### config.mk
export PLATFORM = sky130hd
export DESIGN_NAME = mif_median
export DESIGN_NICKNAME = d
export VERILOG_FILES = /design/src/mif_pkg.sv /design/src/mif_median.sv
export SDC_FILE = /design/constraint.sdc
export NUM_CORES = 1
export LEC_CHECK = 0
export ABC_AREA = 0
export BUFFER_PORTS_ARGS = -buffer_cell sky130_fd_sc_hd__buf_2
export CORE_ASPECT_RATIO = 0.8
export CORE_MARGIN = 3
export CORE_UTILIZATION = 55
export DETAILED_ROUTE_END_ITERATION = 10
export GPL_TIMING_DRIVEN = 0
export PLACE_DENSITY = 0.75
export SYNTH_ARGS = -nofsm -noshare
export SYNTH_HDL_FRONTEND = slang
export SYNTH_SLANG_ARGS = --single-unit
### constraint.sdc
create_clock -name vclk -period 7.45
set_clock_uncertainty 0.05 [all_clocks]
set_input_delay 0.745 -clock vclk [all_inputs]
set_output_delay 0.745 -clock vclk [all_outputs]
set_load 0.01 [all_outputs]
### src/mif_pkg.sv
// Shared constants and types for the median image filter.
package mif_pkg;

  localparam int DEF_WINDOW   = 3;
  localparam int DEF_MAX_COLS = 1024;
  localparam int MAX_ROWS     = 4096;

  localparam int PIX_W     = 8;
  localparam int ROW_W     = 12;
  localparam int OUT_COL_W = 10;
  localparam int ROWS_W    = 13;
  localparam int COLS_W    = 11;
  localparam int CMP_W     = ROWS_W + 1;

  localparam logic [ROWS_W-1:0] RESET_ROWS = ROWS_W'(512);
  localparam logic [COLS_W-1:0] RESET_COLS = COLS_W'(512);

  localparam int APB_ADDR_W = 3;
  localparam int APB_DATA_W = 32;

  // register word index, taken from paddr[2]
  localparam logic REG_ROWS = 1'b0;
  localparam logic REG_COLS = 1'b1;

  typedef logic [PIX_W-1:0] pixel_t;

  typedef struct packed {
    logic median;  // pixel completes an interior window
    logic border;  // pixel lies on the border and passes through
  } emit_t;

endpackage

### src/mif_median.sv
// Rank-select median of a full window, combinational.
module mif_median
  import mif_pkg::*;
#(
  parameter int N = 9
) (
  input  logic [N-1:0][PIX_W-1:0] values,
  output pixel_t                  median
);

  localparam int RANK_W = $clog2(N);

  logic [N-1:0][N-1:0] ahead;
  logic [N-1:0]        sel;

  // ahead[i][j]: element j sorts before element i (ties broken by index)
  always_comb begin
    for (int i = 0; i < N; i++) begin
      for (int j = 0; j < N; j++) begin
        if (j < i) begin
          ahead[i][j] = (values[j] <= values[i]);
        end else if (j > i) begin
          ahead[i][j] = (values[j] < values[i]);
        end else begin
          ahead[i][j] = 1'b0;
        end
      end
      sel[i] = (RANK_W'($countones(ahead[i])) == RANK_W'(N / 2));
    end
  end

  always_comb begin
    median = '0;
    for (int i = 0; i < N; i++) begin
      median = median | ({PIX_W{sel[i]}} & values[i]);
    end
  end

endmodule

==> flow_metrics.tcl <==
set metrics [dict create \
    io_buffers 80 \
    worstHoldPathType "in -> out" \
    design.seq.count 0 \
    grt_max_degree 11 \
    antenna_found_initial 1 \
    synth_nets 1461 \
    critPathSlowestCell "nor4b_4" \
    cts_setup_buffers 0 \
    avgSynthCellArea_um2 8.35 \
    fin_crit_sh_pct 96.7 \
    p_leak_uw 0.00511 \
    synth_cells 1038 \
    antenna_cells 0 \
    p_per_area_nw_per_um2 178 \
    cp-end-kind "output pin" \
    fin_setup_tns_ps 0 \
    yosys-top-cells-area "ha_1 (45%), fa_1 (8.3%), a21o_1 (6.7%), inv_1 (5.4%), nand4_1 (4.5%)" \
    crit_type "in -> out" \
    vias_per_cell 6.61 \
    first_iter_violations 990 \
    dr_total_vias 8776 \
    cts_hold_buf 0 \
    ir_drop_v 0.000249 \
    dp_slack_ps 75.3 \
    final_hold_viol_count 0 \
    dp_hpwl_um 24800 \
    nClkBuffers 0 \
    path_cells "buf_2 > inv_1 > ha_1 > and3_1 > a221o_1 > a221oi_1 > a31oi_1 > fa_1 > inv_1 > fa_1 > inv_1 > fa_1 > ha_1 > inv_1 > fa_1 > nor4b_4 > and2_1 > a221oi_1 > and4_1 > nand4_1 > buf_2" \
    gp_congestion 0.946 \
    row_count 40 \
    finalInstanceArea_um2 9350 \
    yosysTopAreaCellShare_pct 45.5 \
    synthDistinctLibCells 49 \
    cp_max_fo 8 \
    drc 0 \
    fmax_mhz 139 \
    final_net_count 1543 \
    grt_pass1_wl_um 45900 \
    fin_ws_ps 248 \
    die_height_um 118 \
    rsz0062_at_grt "false" \
    finalSetupViolCount 0 \
    drv_cap 0 \
    status "finished, final reports clean" \
    worstPathArrival_ps 6410 \
    cp-start-kind "primary input" \
    period_needed_ps 7200 \
    drive_above_1_share_pct 8.68 \
    slowest_delay_ps 660 \
    die_w_um 146 \
    wire_per_inst_um 22.8 \
    synth_top_area_cell "ha_1" \
    finalWirelength_um 30300 \
    required_ps 6650 \
    io_pins 80 \
    ff_latch_area_um2 0 \
    grt_pass1_vias 8058 \
    synth_warnings 0 \
    slew_headroom_pct 21.8 \
    critPathBufInv 6 \
    start_util_pct 56.9 \
    ant_nets 0 \
    core_um2 15200 \
    cp_top_family "adder cells" \
    drt-pass1-iter-count 5 \
    ys_seq_area_share_pct 0 \
    die_area_um2 17300 \
    gr-total-overflow 0 \
    total_power_uw 1660 \
    syn_to_final_growth_pct 7.96 \
    syn-cell-area_um2 8660 \
    grt_usage_pct 33.7 \
    slew_violations 0 \
    tightest_slew_ps 1170 \
    placed_area_um2 9330 \
]
-- metrics by stage --
step | util (%) | hold slack [ps] | cells
after floorplan | - | 1570 | 1038
after global placement | 61.3 | 1750 | 1328
after detailed placement | 61.3 | 1750 | 1328
after CTS | 61.3 | 1750 | 1328
after global routing | 61.5 | 1760 | 1328
final | 61.5 | 1750 | 1328
-- synth_stat cells (2+ instances only) --
| cell | instances |
|---|---|
| ha_1 | 315 |
| nor4b_2 | 6 |
| o31ai_1 | 4 |
| buf_6 | 3 |
| and3_4 | 2 |
| and4bb_1 | 2 |
| nand2_1 | 28 |
| a211oi_1 | 10 |
| o21ai_0 | 70 |
| and3_1 | 8 |
| o21a_1 | 16 |
| o22a_1 | 4 |
| nand2b_1 | 16 |
| a22o_1 | 2 |
| and4_1 | 6 |
| o31a_1 | 3 |
| inv_1 | 124 |
| a32oi_1 | 2 |
| a211oi_2 | 2 |
| o21bai_1 | 4 |
| a222oi_1 | 9 |
| a21o_1 | 77 |
| nand3_1 | 31 |
| nor4b_1 | 2 |
| nor2_1 | 42 |
| a21oi_1 | 64 |
| o22ai_1 | 24 |
| nor3_1 | 2 |
| nand4b_1 | 5 |
| fa_1 | 36 |
| nand4_1 | 63 |
| a221oi_1 | 5 |
| a22oi_1 | 14 |
| nor2b_1 | 22 |
-- path summary, 6_finish.rpt --
| check | from | endpoint | slack (ps) | cells after the start |
|---|---|---|---|---|
| setup / recovery | values[34] | median[1] | 250 | 21 |
| hold / removal | values[68] | median[4] | 1750 | 4 |
-- cells in the final DEF (no fill, tap or decap), types with 4 or more instances in the layout --
cell type / n
a221oi_1: 5
o21bai_1: 4
a22oi_1: 14
buf_2: 80
nand4b_1: 5
a21o_1: 77
o22ai_1: 24
ha_1: 315
nand4_1: 63
nand2_1: 28
fa_1: 36
nand3_1: 31
a222oi_1: 9
o31ai_1: 4
nor2_1: 42
inv_1: 124
and4_1: 6
o21ai_0: 70
nor2b_1: 22
a21oi_1: 64
o21a_1: 16
o22a_1: 4
a211oi_1: 10
nand2b_1: 16
and3_1: 8
-- cell type report --
type,instances,area [um2]
buffer,4,37.5
tap,210,263
timing repair buffer,80,400
fill,1428,5860
multi-input combinational,910,8190
inverter,124,465
-- what timing repair did --
action / CTS / global route
resized for setup: 0 / 3
endpoints found under the setup margin: 0 / 8
endpoints found under the hold margin: 0 / 0
-- tightest hold or removal path, stage by stage --
cell and delay [ps]:
buf_2 90, nand2_1 40, nand4_1 60, buf_2 120
-- logic make-up (layout without fill, tap and decap cells) --
family | Yosys count | after routing | synth area share [%]
compound gates | 316 | 316 | 24.0
fa+ha+maj | 351 | 351 | 53.8
buf+inv | 128 | 208 | 5.81
simple gates | 243 | 243 | 16.4
-- power by group --
group / switching (uW) / internal (uW)
Combinational: 953 / 708
Clock: 0 / 0
Sequential: 0 / 0
-- metal layers --
metal  GRT usage (%)  share of wire [%]  vias up
li1                -                  -     4149
met5               0                  0        -
met2            47.6                 38      525
met1            48.8                 43     4029
met3            13.4                 17       73
met4            5.46                2.3        0
Note: power is estimated with default switching activity, not from simulation.
