$ cat src/mif_pkg.sv
// Shared constants and types for the median image filter.
package mif_pkg;

  localparam int DEF_WINDOW   = 3;
  localparam int DEF_MAX_COLS = 1024;
  localparam int MAX_ROWS     = 4096;

  localparam int PIX_W     = 8;
  localparam int ROW_W     = 12;
  localparam int OUT_COL_W = 10;
  localparam int ROWS_W    = 13;
  localparam int COLS_W    = 11;
  localparam int CMP_W     = ROWS_W + 1;

  localparam logic [ROWS_W-1:0] RESET_ROWS = ROWS_W'(512);
  localparam logic [COLS_W-1:0] RESET_COLS = COLS_W'(512);

  localparam int APB_ADDR_W = 3;
  localparam int APB_DATA_W = 32;

  // register word index, taken from paddr[2]
  localparam logic REG_ROWS = 1'b0;
  localparam logic REG_COLS = 1'b1;

  typedef logic [PIX_W-1:0] pixel_t;

  typedef struct packed {
    logic median;  // pixel completes an interior window
    logic border;  // pixel lies on the border and passes through
  } emit_t;

endpackage

$ cat src/mif_position.sv
// Raster position tracking, size clamping and border / window decisions.
module mif_position
  import mif_pkg::*;
#(
  parameter int WINDOW   = DEF_WINDOW,
  parameter int MAX_COLS = DEF_MAX_COLS
) (
  input  logic                              clk,
  input  logic                              rst,
  input  logic [ROWS_W-1:0]                 image_rows,
  input  logic [COLS_W-1:0]                 image_cols,
  input  logic                              advance,
  input  logic                              frame_start,
  output logic [ROW_W-1:0]                  row,
  output logic [$clog2(MAX_COLS)-1:0]       col,
  output logic [$clog2(WINDOW | 1)-1:0]     slot,
  output emit_t                             emit
);

  localparam int WIN    = WINDOW | 1;
  localparam int HALF   = WIN / 2;
  localparam int COL_W  = $clog2(MAX_COLS);
  localparam int CNT_W  = $clog2(MAX_COLS + 1);
  localparam int SLOT_W = $clog2(WIN);

  localparam logic [CMP_W-1:0] MIN_SIZE = CMP_W'(2 * WIN);
  localparam logic [CMP_W-1:0] LIM_ROWS = CMP_W'(MAX_ROWS);
  localparam logic [CMP_W-1:0] LIM_COLS = CMP_W'(MAX_COLS);
  localparam logic [CMP_W-1:0] HALF_V   = CMP_W'(HALF);
  localparam logic [CMP_W-1:0] SPAN_V   = CMP_W'(2 * HALF);
  localparam logic [SLOT_W-1:0] LAST_SLOT = SLOT_W'(WIN - 1);

  logic [ROW_W-1:0]  row_count;
  logic [CNT_W-1:0]  col_count;   // may lie past a row width that shrank since
  logic [SLOT_W-1:0] slot_count;  // row_count mod WIN

  logic [ROW_W-1:0]  row_count_next;
  logic [CNT_W-1:0]  col_count_next;
  logic [SLOT_W-1:0] slot_count_next;

  logic [CMP_W-1:0]  rows_in, cols_in, rows_eff, cols_eff;
  logic [CMP_W-1:0]  r0, c0, r1, row_w, col_w, row_n, col_n;
  logic [SLOT_W-1:0] s0, s1;
  logic              wrap_c, wrap_r, wrap_end;

  always_comb begin
    rows_in  = CMP_W'(image_rows);
    cols_in  = CMP_W'(image_cols);
    rows_eff = (rows_in < MIN_SIZE) ? MIN_SIZE : ((rows_in > LIM_ROWS) ? LIM_ROWS : rows_in);
    cols_eff = (cols_in < MIN_SIZE) ? MIN_SIZE : ((cols_in > LIM_COLS) ? LIM_COLS : cols_in);

    r0 = frame_start ? '0 : CMP_W'(row_count);
    c0 = frame_start ? '0 : CMP_W'(col_count);
    s0 = frame_start ? '0 : slot_count;

    wrap_c = (c0 >= cols_eff);
    col_w  = wrap_c ? '0 : c0;
    r1     = wrap_c ? r0 + CMP_W'(1) : r0;
    if (wrap_c) begin
      s1 = (s0 == LAST_SLOT) ? '0 : s0 + SLOT_W'(1);
    end else begin
      s1 = s0;
    end

    wrap_r = (r1 >= rows_eff);
    row_w  = wrap_r ? '0 : r1;

    row  = ROW_W'(row_w);
    col  = COL_W'(col_w);
    slot = wrap_r ? '0 : s1;

    emit.median = (row_w >= SPAN_V) && (col_w >= SPAN_V);
    emit.border = (row_w < HALF_V) || (col_w < HALF_V) ||
                  (row_w + HALF_V >= rows_eff) || (col_w + HALF_V >= cols_eff);

    // end of row and end of frame wrap with the sizes in force for this beat
    col_n    = col_w + CMP_W'(1);
    row_n    = row_w + CMP_W'(1);
    wrap_end = (col_n >= cols_eff);
    if (!wrap_end) begin
      row_count_next  = ROW_W'(row_w);
      col_count_next  = CNT_W'(col_n);
      slot_count_next = slot;
    end else if (row_n >= rows_eff) begin
      row_count_next  = '0;
      col_count_next  = '0;
      slot_count_next = '0;
    end else begin
      row_count_next  = ROW_W'(row_n);
      col_count_next  = '0;
      slot_count_next = (slot == LAST_SLOT) ? '0 : slot + SLOT_W'(1);
    end
  end

  always_ff @(posedge clk) begin
    if (rst) begin
      row_count  <= '0;
      col_count  <= '0;
      slot_count <= '0;
    end else if (advance) begin
      row_count  <= row_count_next;
      col_count  <= col_count_next;
      slot_count <= slot_count_next;
    end
  end

endmodule

$ cat config.mk
export PLATFORM = sky130hd
export DESIGN_NAME = mif_position
export DESIGN_NICKNAME = d
export VERILOG_FILES = /design/src/mif_pkg.sv /design/src/mif_position.sv
export SDC_FILE = /design/constraint.sdc
export NUM_CORES = 1
export LEC_CHECK = 0
export ABC_CLOCK_PERIOD_IN_PS = 43800
export BUFFER_PORTS_ARGS = -buffer_cell sky130_fd_sc_hd__clkbuf_2
export CAP_MARGIN = 10
export CORE_UTILIZATION = 45
export CTS_BUF_LIST = sky130_fd_sc_hd__clkbuf_16
export CTS_CLUSTER_DIAMETER = 30
export DETAILED_ROUTE_END_ITERATION = 8
export PLACE_DENSITY = 0.66
export SETUP_SLACK_MARGIN = 0.02
export SYNTH_ARGS = -nofsm -noshare
export SYNTH_HDL_FRONTEND = slang
export SYNTH_SLANG_ARGS = --single-unit
$ cat constraint.sdc
create_clock -name clk -period 43.8 [get_ports clk]
set_input_delay 13.14 -clock clk [delete_from_list [all_inputs] [get_ports clk]]
set_output_delay 13.14 -clock clk [all_outputs]
set_load 0.05 [all_outputs]
==> flow_summary_export.csv <==
group,metric,value,unit
critical_path,critPathKind,"input pin to primary output",
power_and_ir_drop,peakVddDrop,0.0136,mV
finish,final_cell_count_no_fill,642,
timing,rsz0062_at_grt,"false",
synth,synth_seq_area_share,13.7,%
timing,fmax,28.3,MHz
global_route,grt_use_met2,43.0,%
clock_tree,post_cts_buffers,0,
synth,synth_area_leaders,"ha_1 (18%), dfxtp_1 (14%), nor2_1 (5.1%)",
synth,yosysTopAreaCell,"ha_1",
job,maxCapViolations,0,
floorplan,num_rows,32,
placed_design,dp_slack,8620,ps
global_route,grt_max_degree,41,
clock_tree,cts_tree,"done",
timing,hold_slack,479,ps
power_and_ir_drop,power.density,17.1,nW/um^2
finish,drive_above_1_share,13.3,%
detailed_routing,vias_per_cell,6.05,
detailed_routing,first_pass_iters,5,
clock_tree,cts_max_level,1,
timing,relSlewSlack,44.2,%
min_path,hold_path.class,"register to register",
synth,synthArstFlopShare,0,%
placed_design,io_buffers,53,
clock_tree,clkLatencyLatePin,260,ps
synth,yosysMostFrequentCell,"ha_1",
synth,synth_seq_cells,25,
power_and_ir_drop,p_leak,1.84,nW
clock_tree,root_buffer,"clkbuf_16",
clock_tree,hold_buffers,0,
clock_tree,clk_pin_slew,70,ps
floorplan,die_w,92.2,microns
floorplan,initial_core_util,46.9,%
synth,yosysWarnings,0,
critical_path,endpoint_kind,"primary output",
finish,nNetsFinal,622,
placed_design,gp_routability_congestion,0.955,
critical_path,critPathRequiredTime,30660,ps
synth,avgSynthCellArea,7.26,sq um
critical_path,cp_common_cell,"ha_1",
critical_path,worstPathMaxFanout,18,
timing,finalHoldViolCount,0,
critical_path,worst-endpoint-arrival,22200,ps
detailed_routing,drt_wl_total,11.2,mm
timing,fin_crit_sh,80.7,%
global_route,grt.met1_usage,39.5,%
run_status,outcome,"complete, no violations",
floorplan,boundaryPins,54,
finish,nFillCells,768,
global_route,grt.busiest_layer,"met2",
global_route,grt_usage,26.7,%
detailed_routing,drcViolationCount,0,
detailed_routing,avgRoutedWirePerCell,17.5,microns
critical_path,slowest_delay,700,ps
floorplan,die_area,8500,sq um
global_route,grt_pass1_vias,3620,
clock_tree,max-clock-path-buffers,2,
synth,ys.flop_type,"dfxtp_1",
timing,fin_ws,8460,ps
timing,slew_viol_final,0,
critical_path,critical_path.slowest_cell,"or4_4",
clock_tree,cts.sinks,25,
placed_design,dp.cells,638,
timing,setup_tns,0,ps
floorplan,die_height,92.2,microns
synth,synthCells,504,
clock_tree,numCtsBuffers,3,
timing,setup_viol,0,
synth,synth_commonest_cells,"ha_1 (53), nor2_1 (50), nand2_1 (47)",
global_route,grt.overflow.total,0,
placed_design,dp_hpwl,9.01,mm
timing,skew,2.10,ps
synth,synth-edff-count,0,
timing,period_needed,35340,ps
detailed_routing,via_count,3885,
synth,synth_fp_nets,585,
detailed_routing,ant_nets,0,
timing,worst_slew_pin_slew,837,ps
synth,yosys.cell_types.count,59,
synth,synth_top_area_share,18.1,%
finish,area_growth,11.2,%
detailed_routing,drtIter0Drc,230,
synth,synth_area,3660,sq um
global_route,grt_pass1_wl,18.2,mm
clock_tree,cts_resized,0,
global_route,grt_antenna_before_repair,0,
finish,diodes,0,
global_route,grt_use_met3,2.40,%
critical_path,start_kind,"input pin",
floorplan,design.core.area,7810,sq um
flip-flops by register name (all words and copies together) (netlist names):
register and cells:
col_count 11, slot_count 2, row_count 12
stage by stage:
step / util [%] / total power [mW] / area [sq um]
2_1_floorplan: - / 0.0420 / 3660
3_3_place_gp: 51.1 / 0.0486 / 3990
3_5_place_dp: 51.1 / 0.0489 / 3990
4_1_cts: 52.1 / 0.0702 / 4070
5_1_grt: 52.1 / 0.0739 / 4070
6_report: 52.1 / 0.0697 / 4070
layout make-up:
cell class              instances  area [sq um]  area share [%]
clock inverters                 1          7.51           0.184
clock buffers                   3          75.1            1.84
repair buffers                 57           295            7.25
well taps                     102           128            3.13
multi-input cells             429          2970            73.0
inverters                      25          93.8            2.30
flip-flops and latches         25           500            12.3
worst paths after layout:
| kind | slack, ps | cells after the start | startpoint | endpoint |
|---|---|---|---|---|
| worst max register to register | 34630 | 31 | col_count[0] | row_count[10] |
| worst min register to register | 480 | 2 | col_count[7] | col_count[7] |
| worst max-delay path | 8460 | 33 | image_cols[7] | emit[0] |
| worst min-delay path | 480 | 2 | col_count[7] | col_count[7] |
critical path: cells and delay by family:
| kind | cells | cell delay [ps] |
|---|---|---|
| xor gates and xnor gates | 2 | 490 |
| AOI/OAI and AO/OA | 11 | 2750 |
| and+or+nand+nor | 12 | 3970 |
| adders and majority gates | 4 | 1270 |
| buffers and inverters | 4 | 550 |
cell usage in the layout (no fill, tap or decap), drive strengths merged, types with 16 or more instances in the layout:
cell and count:
xnor2 21, dfxtp 25, nand2b 16, a21oi 27, o21ai 20, ha 53, nand2 47, nor2 51
inv 24, nand3 20, clkbuf 56
power breakdown:
part           total, mW  leakage, nW  internal [mW]  switching, mW
Sequential        0.0246        0.204         0.0236        0.00101
Clock             0.0210       0.0371         0.0124        0.00858
Combinational     0.0241         1.60        0.00828         0.0159
cell families after synthesis:
| logic type | count (synthesis) | share of synthesized area, % |
|---|---|---|
| muxes | 5 | 1.37 |
| buffers and inverters | 50 | 5.33 |
| DFF | 25 | 13.7 |
| adders and majority gates | 53 | 18.1 |
| and+or+nand+nor | 230 | 33.3 |
| xor gates and xnor gates | 25 | 5.98 |
| AOI/OAI and AO/OA | 116 | 22.2 |
metal layers:
layer	share of wire (%)	wire length [microns]	vias to the layer above
met5	0	0	-
met4	0.22	25	0
met3	6.3	701	4
met2	45	5010	121
met1	49	5480	1827
li1	-	-	1933
(Power assumes the default switching activity.)
